$ cat config.mk
export PLATFORM = sky130hd
export DESIGN_NAME = textured_wall_column_span_walker
export DESIGN_NICKNAME = d
export VERILOG_FILES = /design/src/sv/twcsw_pkg.sv /design/src/sv/textured_wall_column_span_walker.sv /design/src/sv/twcsw_front.sv /design/src/sv/twcsw_div.sv /design/src/sv/twcsw_back.sv
export SDC_FILE = /design/constraint.sdc
export NUM_CORES = 2
export LEC_CHECK = 0
export CORE_ASPECT_RATIO = 1.4
export CORE_MARGIN = 10
export CORE_UTILIZATION = 60
export DETAILED_ROUTE_END_ITERATION = 6
export DONT_BUFFER_PORTS = 1
export PLACE_DENSITY_LB_ADDON = 0.05
export RECOVER_POWER = 25
export SKIP_CTS_REPAIR_TIMING = 1
export SYNTH_ARGS = -nofsm -noshare
export SYNTH_HDL_FRONTEND = slang
export SYNTH_HIERARCHICAL = 1
export SYNTH_SLANG_ARGS = --single-unit
$ cat constraint.sdc
create_clock -name clk -period 15.7 [get_ports clk]
set_input_delay 0 -clock clk [delete_from_list [all_inputs] [get_ports clk]]
set_output_delay 0 -clock clk [all_outputs]
set_load 0.02 [all_outputs]
$ cat src/sv/twcsw_pkg.sv
`default_nettype none
package twcsw_pkg;

	localparam int SCREEN_HEIGHT_DEF = 1024;
	localparam int SCREEN_WIDTH_DEF  = 1024;
	localparam int RAY_COUNT_DEF     = 1024;

	localparam int IDX_W  = 10;
	localparam int FIX_W  = 24;
	localparam int TILE_W = 12;
	localparam int TEX_W  = 11;
	localparam int CFG_W  = 12;
	localparam int POS_W  = 11;
	localparam int PIX_W  = 10;
	localparam int STEP_W = 28;
	localparam int DIVN_W = 36;
	localparam int DIVD_W = 24;

	localparam logic [STEP_W-1:0] STEP_MAX = 28'hFFF_FFFF;
	localparam logic [STEP_W-1:0] POS_MAX  = 28'h7FF_FFFF;
	localparam logic [STEP_W-1:0] POS_MIN  = 28'h800_0000;

	localparam logic REQ_LOAD    = 1'b0;
	localparam logic REQ_ADVANCE = 1'b1;
	localparam logic [2:0] TEX_DOOR = 3'd4;

	localparam logic [TILE_W-1:0] TILE_SIZE_RST = 12'd64;
	localparam logic [TEX_W-1:0]  TEX_DIM_RST   = 11'd64;

	typedef enum logic [1:0] {
		CFG_TILE_SIZE  = 2'd0,
		CFG_TEX_WIDTH  = 2'd1,
		CFG_TEX_HEIGHT = 2'd2
	} cfg_reg_t;

	typedef enum logic [2:0] {
		ST_IDLE,
		ST_STEP,
		ST_MUL,
		ST_MOD,
		ST_COL
	} back_state_t;

	typedef struct packed {
		logic             req_type;
		logic [IDX_W-1:0] ray_index;
		logic [FIX_W-1:0] wall_height;
		logic [FIX_W-1:0] hit_x;
		logic [FIX_W-1:0] hit_y;
		logic [1:0]       wall_side;
		logic             is_door;
	} req_t;

	typedef struct packed {
		logic valid;
		req_t req;
	} queue_head_t;

endpackage
`default_nettype wire

$ cat src/sv/textured_wall_column_span_walker.sv
`default_nettype none
// Textured wall column span walker. A load beat (req_type 0) sets up one
// ray's wall span: screen columns from the ray index, top and bottom rows
// clamped to the screen, the texture (door or the face hit), the texel column
// and a 12.16 texture step. Setup runs through a shared serial divider and a
// shift-add multiplier; the next beat waits in a two-entry queue meanwhile.
// Each advance beat (req_type 1) then yields one pixel per cycle while the
// output is not stalled, walking down the rows of a column and on to the
// next column, with last on the final pixel. Advance beats while no span is
// active are consumed with no result. Configuration registers (tile size,
// texture width, texture height) are written through cfg_write / cfg_index /
// cfg_data only while the block is idle, a rule for the user that the block
// does not enforce; texture height is also used live for the texel row clamp.
module textured_wall_column_span_walker
	import twcsw_pkg::*;
#(
	parameter int SCREEN_HEIGHT = SCREEN_HEIGHT_DEF,
	parameter int SCREEN_WIDTH  = SCREEN_WIDTH_DEF,
	parameter int RAY_COUNT     = RAY_COUNT_DEF
) (
	input  wire logic             clk,
	input  wire logic             arst_n,
	input  wire logic             cfg_write,
	input  wire logic [1:0]       cfg_index,
	input  wire logic [CFG_W-1:0] cfg_data,
	input  wire logic             in_valid,
	output logic                  in_stall,
	input  wire logic             req_type,
	input  wire logic [IDX_W-1:0] ray_index,
	input  wire logic [FIX_W-1:0] wall_height,
	input  wire logic [FIX_W-1:0] hit_x,
	input  wire logic [FIX_W-1:0] hit_y,
	input  wire logic [1:0]       wall_side,
	input  wire logic             is_door,
	output logic                  out_valid,
	input  wire logic             out_stall,
	output logic [PIX_W-1:0]      screen_x,
	output logic [PIX_W-1:0]      screen_y,
	output logic [2:0]            texture_id,
	output logic [PIX_W-1:0]      texel_column,
	output logic [PIX_W-1:0]      texel_row,
	output logic                  last
);

	logic [TILE_W-1:0] tile_size_q;
	logic [TEX_W-1:0]  tex_width_q, tex_height_q;

	// Configuration registers; an index outside the list is ignored.
	always_ff @(posedge clk or negedge arst_n) begin
		if (!arst_n) begin
			tile_size_q  <= TILE_SIZE_RST;
			tex_width_q  <= TEX_DIM_RST;
			tex_height_q <= TEX_DIM_RST;
		end else if (cfg_write) begin
			case (cfg_index)
				CFG_TILE_SIZE:  tile_size_q  <= cfg_data;
				CFG_TEX_WIDTH:  tex_width_q  <= cfg_data[TEX_W-1:0];
				CFG_TEX_HEIGHT: tex_height_q <= cfg_data[TEX_W-1:0];
				default: ;
			endcase
		end
	end

	req_t        push_req;
	logic        full, pop;
	queue_head_t head;

	assign push_req = '{req_type, ray_index, wall_height, hit_x, hit_y, wall_side, is_door};
	assign in_stall = full;

	// The front takes beats into the queue whenever it has room.
	twcsw_front u_front (
		.clk     (clk),
		.arst_n  (arst_n),
		.push    (in_valid && !full),
		.push_req(push_req),
		.full    (full),
		.pop     (pop),
		.head    (head)
	);

	// The back sets up spans and walks pixels into the output register.
	twcsw_back #(
		.SCREEN_HEIGHT(SCREEN_HEIGHT),
		.SCREEN_WIDTH (SCREEN_WIDTH),
		.RAY_COUNT    (RAY_COUNT)
	) u_back (
		.clk           (clk),
		.arst_n        (arst_n),
		.head          (head),
		.pop           (pop),
		.tile_size     (tile_size_q),
		.texture_width (tex_width_q),
		.texture_height(tex_height_q),
		.out_valid     (out_valid),
		.out_stall     (out_stall),
		.screen_x      (screen_x),
		.screen_y      (screen_y),
		.texture_id    (texture_id),
		.texel_column  (texel_column),
		.texel_row     (texel_row),
		.last          (last)
	);

endmodule
`default_nettype wire

$ cat src/sv/twcsw_front.sv
`default_nettype none
module twcsw_front
	import twcsw_pkg::*;
(
	input  wire logic        clk,
	input  wire logic        arst_n,
	input  wire logic        push,
	input  wire req_t        push_req,
	output logic             full,
	input  wire logic        pop,
	output queue_head_t      head
);

	// Two-entry queue between the front and the sequencer.
	req_t       mem_q [2];
	logic       wr_ptr_q, rd_ptr_q;
	logic [1:0] count_q;

	assign full       = (count_q == 2'd2);
	assign head.valid = (count_q != 2'd0);
	assign head.req   = mem_q[rd_ptr_q];

	always_ff @(posedge clk) begin
		if (push) begin
			mem_q[wr_ptr_q] <= push_req;
		end
	end

	always_ff @(posedge clk or negedge arst_n) begin
		if (!arst_n) begin
			wr_ptr_q <= 1'b0;
			rd_ptr_q <= 1'b0;
			count_q  <= 2'd0;
		end else begin
			if (push) wr_ptr_q <= ~wr_ptr_q;
			if (pop)  rd_ptr_q <= ~rd_ptr_q;
			count_q <= count_q + {1'b0, push} - {1'b0, pop};
		end
	end

endmodule
`default_nettype wire

$ cat src/sv/twcsw_div.sv
`default_nettype none
module twcsw_div
	import twcsw_pkg::*;
(
	input  wire logic              clk,
	input  wire logic              arst_n,
	input  wire logic              start,
	input  wire logic [DIVN_W-1:0] dividend,
	input  wire logic [DIVD_W-1:0] divisor,
	output logic                   done,
	output logic [DIVN_W-1:0]      quotient,
	output logic [DIVD_W-1:0]      remainder
);

	// Restoring divider, one quotient bit per cycle.
	logic [DIVD_W:0]   rem_q;
	logic [DIVN_W-1:0] quo_q;
	logic [DIVD_W-1:0] dsr_q;
	logic [5:0]        cnt_q;
	logic              busy_q, done_q;
	logic [DIVD_W+1:0] trial;
	logic [DIVD_W+1:0] shifted;

	assign shifted   = {rem_q, quo_q[DIVN_W-1]};
	assign trial     = shifted - {2'b00, dsr_q};
	assign done      = done_q;
	assign quotient  = quo_q;
	assign remainder = rem_q[DIVD_W-1:0];

	always_ff @(posedge clk) begin
		if (start) begin
			rem_q <= '0;
			quo_q <= dividend;
			dsr_q <= divisor;
		end else if (busy_q) begin
			if (!trial[DIVD_W+1]) begin
				rem_q <= trial[DIVD_W:0];
			end else begin
				rem_q <= shifted[DIVD_W:0];
			end
			quo_q <= {quo_q[DIVN_W-2:0], ~trial[DIVD_W+1]};
		end
	end

	always_ff @(posedge clk or negedge arst_n) begin
		if (!arst_n) begin
			busy_q <= 1'b0;
			done_q <= 1'b0;
			cnt_q  <= '0;
		end else begin
			done_q <= 1'b0;
			if (start) begin
				busy_q <= 1'b1;
				cnt_q  <= 6'(DIVN_W - 1);
			end else if (busy_q) begin
				cnt_q <= cnt_q - 6'd1;
				if (cnt_q == 6'd0) begin
					busy_q <= 1'b0;
					done_q <= 1'b1;
				end
			end
		end
	end

endmodule
`default_nettype wire

$ cat src/sv/twcsw_back.sv
`default_nettype none
module twcsw_back
	import twcsw_pkg::*;
#(
	parameter int SCREEN_HEIGHT = SCREEN_HEIGHT_DEF,
	parameter int SCREEN_WIDTH  = SCREEN_WIDTH_DEF,
	parameter int RAY_COUNT     = RAY_COUNT_DEF
) (
	input  wire logic              clk,
	input  wire logic              arst_n,
	input  wire queue_head_t       head,
	output logic                   pop,
	input  wire logic [TILE_W-1:0] tile_size,
	input  wire logic [TEX_W-1:0]  texture_width,
	input  wire logic [TEX_W-1:0]  texture_height,
	output logic                   out_valid,
	input  wire logic              out_stall,
	output logic [PIX_W-1:0]       screen_x,
	output logic [PIX_W-1:0]       screen_y,
	output logic [2:0]             texture_id,
	output logic [PIX_W-1:0]       texel_column,
	output logic [PIX_W-1:0]       texel_row,
	output logic                   last
);

	localparam int CPROD_W = IDX_W + 1 + $clog2(SCREEN_WIDTH + 1);
	localparam int HALF    = SCREEN_HEIGHT * 256;
	localparam int PROD_W  = 53;
	// The column quotient by the ray count is a multiply by the rounded-up
	// reciprocal; with this shift it is exact over the whole numerator range.
	localparam int RC_SHIFT = CPROD_W + $clog2(RAY_COUNT);
	localparam int RCP_W    = 2 * CPROD_W + 1;
	localparam longint unsigned RC_MUL =
		((64'd1 << RC_SHIFT) + 64'(RAY_COUNT) - 64'd1) / 64'(RAY_COUNT);

	back_state_t state_q, state_d;

	logic [FIX_W-1:0]  h_q, coord_q;
	logic [POS_W-1:0]  top_q, bottom_q, row_q, col_q, end_q;
	logic [STEP_W-1:0] step_q, start_q, pos_q;
	logic [2:0]        tex_q;
	logic [PIX_W-1:0]  tcol_q;
	logic              active_q;
	logic              sign_q;
	logic [PROD_W-1:0] acc_q, mcand_q;
	logic [STEP_W-1:0] mplier_q;
	logic [4:0]        mcnt_q;

	logic              div_start, div_done;
	logic [DIVN_W-1:0] div_n, div_q;
	logic [DIVD_W-1:0] div_d, div_r;

	twcsw_div u_div (
		.clk      (clk),
		.arst_n   (arst_n),
		.start    (div_start),
		.dividend (div_n),
		.divisor  (div_d),
		.done     (div_done),
		.quotient (div_q),
		.remainder(div_r)
	);

	// Span setup from the queue head.
	logic [CPROD_W-1:0] c0_num, c1_num;
	logic [RCP_W-1:0]   c0_prod, c1_prod;
	logic [CPROD_W-1:0] c0_full, c1_full;
	logic [POS_W-1:0]   c0, c1, top_d, bottom_d;
	logic signed [25:0] v;
	logic [25:0]        bsum;
	logic [16:0]        bshift;

	always_comb begin
		c0_num  = CPROD_W'(head.req.ray_index) * CPROD_W'(SCREEN_WIDTH);
		c1_num  = (CPROD_W'(head.req.ray_index) + CPROD_W'(1)) * CPROD_W'(SCREEN_WIDTH);
		c0_prod = RCP_W'(c0_num) * RCP_W'(RC_MUL);
		c1_prod = RCP_W'(c1_num) * RCP_W'(RC_MUL);
		c0_full = CPROD_W'(c0_prod >> RC_SHIFT);
		c1_full = CPROD_W'(c1_prod >> RC_SHIFT);
		c0 = (c0_full > CPROD_W'(SCREEN_WIDTH)) ? POS_W'(SCREEN_WIDTH) : POS_W'(c0_full);
		c1 = (c1_full > CPROD_W'(SCREEN_WIDTH)) ? POS_W'(SCREEN_WIDTH) : POS_W'(c1_full);
		v = $signed(26'(HALF)) - $signed({2'b00, head.req.wall_height});
		top_d = (v <= 26'sd0) ? '0 : POS_W'(v >>> 9);
		bsum = 26'(HALF) + {2'b00, head.req.wall_height};
		bshift = 17'(bsum >> 9);
		bottom_d = (bshift > 17'(SCREEN_HEIGHT)) ? POS_W'(SCREEN_HEIGHT) : POS_W'(bshift);
	end

	// Offset of the clamped top from the true wall top.
	logic signed [26:0] off;
	logic [25:0]        off_mag;
	always_comb begin
		off = $signed({7'b0, top_q, 9'b0}) - $signed(27'(HALF)) + $signed({3'b0, h_q});
		off_mag = off[26] ? 26'(-off) : 26'(off);
	end

	// Start position from the finished product.
	logic [PROD_W:0]    rounded;
	logic [PROD_W-9:0]  mag_q9;
	logic [STEP_W-1:0]  start_d;
	always_comb begin
		rounded = sign_q ? ({1'b0, acc_q} + (PROD_W+1)'(511)) : {1'b0, acc_q};
		mag_q9  = rounded[PROD_W:9];
		if (!sign_q) begin
			start_d = (mag_q9 > (PROD_W-8)'(POS_MAX)) ? POS_MAX : STEP_W'(mag_q9);
		end else begin
			start_d = (mag_q9 > (PROD_W-8)'(POS_MIN)) ? POS_MIN : STEP_W'(-mag_q9);
		end
	end

	// Pixel walk.
	logic              out_free, adv, is_load;
	logic [POS_W:0]    row_inc, col_inc;
	logic              fin, wrap;
	logic [STEP_W+1:0] pos_sum;
	logic [STEP_W-1:0] pos_next;
	logic [TEX_W-1:0]  lim;
	logic [TEX_W-1:0]  raw_row;
	logic [PIX_W-1:0]  row_d;

	always_comb begin
		out_free = !out_valid || !out_stall;
		is_load  = head.req.req_type == REQ_LOAD;
		row_inc  = {1'b0, row_q} + 12'd1;
		col_inc  = {1'b0, col_q} + 12'd1;
		wrap     = row_inc >= {1'b0, bottom_q};
		fin      = (col_inc >= {1'b0, end_q}) && wrap;
		pos_sum  = {{2{pos_q[STEP_W-1]}}, pos_q} + {2'b00, step_q};
		pos_next = ($signed(pos_sum) > $signed({2'b00, POS_MAX})) ? POS_MAX
			: pos_sum[STEP_W-1:0];
		if (texture_height == '0) begin
			lim = '0;
		end else if (texture_height > TEX_W'(1024)) begin
			lim = TEX_W'(1023);
		end else begin
			lim = texture_height - TEX_W'(1);
		end
		raw_row = pos_q[26:16];
		if (pos_q[STEP_W-1]) begin
			row_d = '0;
		end else begin
			row_d = PIX_W'((raw_row > lim) ? lim : raw_row);
		end
	end

	// Next state.
	always_comb begin
		state_d = state_q;
		case (state_q)
			ST_IDLE: if (head.valid && is_load) state_d = ST_STEP;
			ST_STEP: if (div_done) state_d = ST_MUL;
			ST_MUL:  if (mcnt_q == 5'd0) state_d = ST_MOD;
			ST_MOD:  if (div_done) state_d = ST_COL;
			ST_COL:  if (div_done) state_d = ST_IDLE;
			default: state_d = ST_IDLE;
		endcase
	end

	// Control outputs.
	logic [19:0] t_units;
	logic [30:0] scaled;
	always_comb begin
		t_units   = {tile_size, 8'b0};
		scaled    = 31'(div_r) * 31'(texture_width);
		pop       = 1'b0;
		adv       = 1'b0;
		div_start = 1'b0;
		div_n     = '0;
		div_d     = '0;
		case (state_q)
			ST_IDLE: begin
				if (head.valid) begin
					if (is_load) begin
						pop       = 1'b1;
						div_start = 1'b1;
						div_n     = {1'b0, texture_height, 24'b0};
						div_d     = head.req.wall_height;
					end else if (!active_q || out_free) begin
						pop = 1'b1;
						adv = active_q;
					end
				end
			end
			ST_MUL: begin
				div_start = (mcnt_q == 5'd0);
				div_n     = DIVN_W'(coord_q);
				div_d     = DIVD_W'(t_units);
			end
			ST_MOD: begin
				div_start = div_done;
				div_n     = DIVN_W'(scaled);
				div_d     = DIVD_W'(t_units);
			end
			default: ;
		endcase
	end

	always_ff @(posedge clk) begin
		case (state_q)
			ST_IDLE: begin
				if (pop && is_load) begin
					h_q      <= head.req.wall_height;
					coord_q  <= head.req.wall_side[1] ? head.req.hit_y : head.req.hit_x;
					tex_q    <= head.req.is_door ? TEX_DOOR : {1'b0, head.req.wall_side};
					top_q    <= top_d;
					bottom_q <= bottom_d;
					col_q    <= c0;
					end_q    <= c1;
				end else if (adv) begin
					if (wrap) begin
						col_q <= col_inc[POS_W-1:0];
						row_q <= top_q;
						pos_q <= start_q;
					end else begin
						row_q <= row_inc[POS_W-1:0];
						pos_q <= pos_next;
					end
				end
			end
			ST_STEP: begin
				if (div_done) begin
					if (h_q == '0 || div_q > DIVN_W'(STEP_MAX)) begin
						step_q   <= STEP_MAX;
						mplier_q <= STEP_MAX;
					end else begin
						step_q   <= div_q[STEP_W-1:0];
						mplier_q <= div_q[STEP_W-1:0];
					end
					sign_q  <= off[26];
					mcand_q <= PROD_W'(off_mag);
					acc_q   <= '0;
				end
			end
			ST_MUL: begin
				if (mplier_q[0]) acc_q <= acc_q + mcand_q;
				mcand_q  <= {mcand_q[PROD_W-2:0], 1'b0};
				mplier_q <= {1'b0, mplier_q[STEP_W-1:1]};
			end
			ST_MOD: begin
				if (div_done) start_q <= start_d;
			end
			ST_COL: begin
				if (div_done) begin
					if (tile_size == '0) begin
						tcol_q <= '0;
					end else begin
						tcol_q <= (div_q > DIVN_W'(1023)) ? PIX_W'(1023) : div_q[PIX_W-1:0];
					end
					row_q <= top_q;
					pos_q <= start_q;
				end
			end
			default: ;
		endcase
		if (adv && out_free) begin
			screen_x     <= col_q[PIX_W-1:0];
			screen_y     <= row_q[PIX_W-1:0];
			texture_id   <= tex_q;
			texel_column <= tcol_q;
			texel_row    <= row_d;
			last         <= fin;
		end
	end

	always_ff @(posedge clk or negedge arst_n) begin
		if (!arst_n) begin
			state_q   <= ST_IDLE;
			active_q  <= 1'b0;
			mcnt_q    <= '0;
			out_valid <= 1'b0;
		end else begin
			state_q <= state_d;
			if (state_q == ST_STEP) mcnt_q <= 5'(STEP_W - 1);
			else if (state_q == ST_MUL) mcnt_q <= mcnt_q - 5'd1;
			if (pop && is_load) active_q <= 1'b0;
			else if (adv && fin) active_q <= 1'b0;
			else if (state_q == ST_COL && div_done)
				active_q <= (top_q < bottom_q) && (col_q < end_q);
			if (adv) out_valid <= 1'b1;
			else if (!out_stall) out_valid <= 1'b0;
		end
	end

endmodule
`default_nettype wire

==> results.ini <==
[global_routing]
grt_pass1_vias = 31000
antenna_found_initial = 10
track_usage_pct = 26.2
overflow = 0
grt_max_degree = 85
grt_pass1_wl_mm = 179

[sta]
fmaxAchievable_mhz = 142
fin_skew_ns = 0.0250
final_max_slew_viol_count = 156
period_share_pct = 44.9
fin_crit_ns = 7.05
rsz0062_at_grt = false
max_slew_margin_pct = -125
finalHoldViolCount = 0
worst_slew_pin_slew_ns = 3.37
tns_ns = 0
setup_viol = 0

[place]
dp_hpwl_mm = 87.5
io_buffer_count = 0
dpl.cell_count = 5004
dpl_cell_area_mm2 = 0.0466
place_congestion = 0.921

[routing]
via_per_inst = 6.03
drtPass1Iterations = 5
wl_per_cell_um = 22.5
antenna_left = 0
via_count = 31600
routed_wl_mm = 118
drc_errors = 0
drtIter0Drc = 2121

[status]
status = finished with violations
violations = max-capacitance violations, max-slew violations

[setup_path]
start_kind = flop
critPathMaxFanout = 25
end_kind = flop
cp.arrival_ns = 7.40
cp.required_ns = 16.06
worstSetupPathType = flop to flop

[floorplan]
rows = 120
coreArea_mm2 = 0.0763
die_area_mm2 = 0.0883
io_pins = 151
start_util_pct = 60.3
die_h_um = 348
die_width_um = 254

[yosys]
synth_flop_cell = edfxtp_1
syn_avg_cell_area_um2 = 11.0
synth_nets = 4727
syn_inst = 4178
yosysTopAreaCellShare_pct = 39.9
synthTopCellsByArea = edfxtp_1 (40%), fa_1 (8.5%), ha_1 (6.7%), mux2_2 (4.3%), inv_1 (2.9%)
syn_area_mm2 = 0.0460
synth-edff-count = 611
synth_warnings = 6
ys_seq_area_share_pct = 44.0
synth_async_sr_flop_share_pct = 8.09
yosys.area.top_type = edfxtp_1
synth.distinct_cells = 101
synth_seq_cells = 692

[clock_tree]
clk_pin_slew_ns = 0.07
root_buffer = clkbuf_16
clockBufferDepth = 3
cts_sinks = 692
cts_tree = built
cts_buffers = 70
clk_latency_ns = 0.62
cts_max_level = 3

[final_layout]
finalInstanceArea_mm2 = 0.0499
drive_above_1_share_pct = 9.65
multi_input_area_mm2 = 0.0234
area_growth_pct = 8.61
final_cells = 5242
fillCellCount = 6057
seq_area_mm2 = 0.0203
finalNetCount = 4755

[min_path]
min_path_type = primary input to flop

[flow_run]
maxCapViolations = 4

## worst max-delay path: stages (launching register included)
cell and delay, ns:
dfrtp_1 0.32, clkbuf_1 0.97, nand2_1 0.16, fa_1 0.56, fa_1 0.44, fa_1 0.49
inv_1 0.06, fa_1 0.53, inv_1 0.05, fa_1 0.53, inv_1 0.04, ha_1 0.35
a21o_1 0.13, a21o_1 0.11, a21o_1 0.18, a211oi_1 0.06, or3_1 0.36, a31oi_1 0.46
a31oi_1 0.23, o21bai_1 0.21, mux2i_1 0.20, nand2_1 0.06, mux2_2 0.27
## cells in the final DEF, fill, tap and decap left out, types with 40 or more instances in the layout
cell	instances
xor2_1	85
a21o_1	80
nor2_1	239
dfrtp_1	53
clkbuf_16	71
mux2_2	176
nor4_1	40
and2_1	173
nand2_1	351
and3_1	40
mux2i_1	41
nand3_1	92
dlygate4sd3_1	104
a21oi_1	188
nor3_1	81
inv_1	354
fa_1	196
or2_2	51
a211oi_1	46
ha_1	248
edfxtp_1	611
o21ai_0	130
xnor2_1	139
## worst paths after layout
path	endpoint	start	cells after the start	slack [ns]
max reg2reg	u_back/u_div/quotient[29]	tex_width_q[2]	22	8.65
min	u_front/mem_q[0][2]	wall_side[1]	1	0.04
min reg2reg	u_back/texel_column[5]	u_back/tcol_q[5]	0	0.42
max	u_back/u_div/quotient[29]	tex_width_q[2]	22	8.65
max in group asynchronous	tex_height_q[0]	arst_n	3	11.90
min in group asynchronous	tile_size_q[6]	arst_n	2	0.51
## final cells by class
class | count | share of cell area [%]
Multi-Input combinational cell | 2945 | 46.9
Sequential cell | 692 | 40.6
Clock buffer | 96 | 3.85
Inverter | 356 | 2.68
Timing Repair Buffer | 141 | 2.61
Tap cell | 976 | 2.45
Clock inverter | 31 | 0.912
Antenna cell | 5 | 0.0251
## synth_stat cells (32+ instances only)
master    count
nand4_1      34
mux2_2      176
a21oi_1     189
fa_1        196
xnor2_1     139
o21a_1       32
inv_1       356
a211oi_1     46
nand2b_1     35
nand2_1     355
or2_2        51
edfxtp_1    611
nor3_1       81
and2_1      174
dfrtp_1      53
a21o_1       80
ha_1        248
and3_1       40
o21ai_0     130
nor4_1       40
mux2_4       50
nand3_1      92
clkbuf_1    127
xor2_1       85
nor2_1      241
mux2i_1      41
## through the flow
stage | hold WS [ns] | setup WS, ns | utilization [%]
3_3_place_gp | -0.291 | 9.02 | 61.1
4_1_cts | -0.958 | 8.88 | 64.3
3_5_place_dp | -0.291 | 8.94 | 61.1
2_1_floorplan | -0.296 | 9.75 | -
6_report | 0.0417 | 8.65 | 65.5
5_1_grt | 0.0291 | 8.17 | 65.5
## flip-flops by register name, indices dropped and copies added, names as in the netlist, 25 cells and up
register / count
u_back/acc_q: 53
u_back/u_div/quotient: 36
u_back/step_q: 28
u_back/pos_q: 28
u_back/u_div/rem_q: 25
u_back/start_q: 28
u_back/mplier_q: 28
u_front/mem_q: 172
u_back/mcand_q: 53
## cell families after synthesis
group / count (synthesis) / share of synthesized area (%)
AO/OA/AOI/OAI: 729 / 10.6
XOR/XNOR: 225 / 4.32
adder cells (fa/ha/maj): 445 / 15.3
buffers and inverters: 541 / 4.87
flip-flops: 692 / 44.0
multiplexers: 268 / 6.86
other: 2 / 0.0163
AND/OR/NAND/NOR: 1276 / 14.0
## per-layer routing
| layer | routed length [um] | vias up | part of all wire [%] | global-route usage, % |
|---|---|---|---|---|
| li1 | - | 14900 | - | - |
| met1 | 47000 | 15500 | 40 | 31.0 |
| met2 | 59300 | 917 | 50 | 45.3 |
| met3 | 5700 | 250 | 4.8 | 4.60 |
| met4 | 5890 | 10 | 5.0 | 12.8 |
| met5 | 51 | - | 0.043 | 0 |
Power is not shown: default switching activity piles up to over one toggle a cycle in this logic, so the estimate is an artifact.
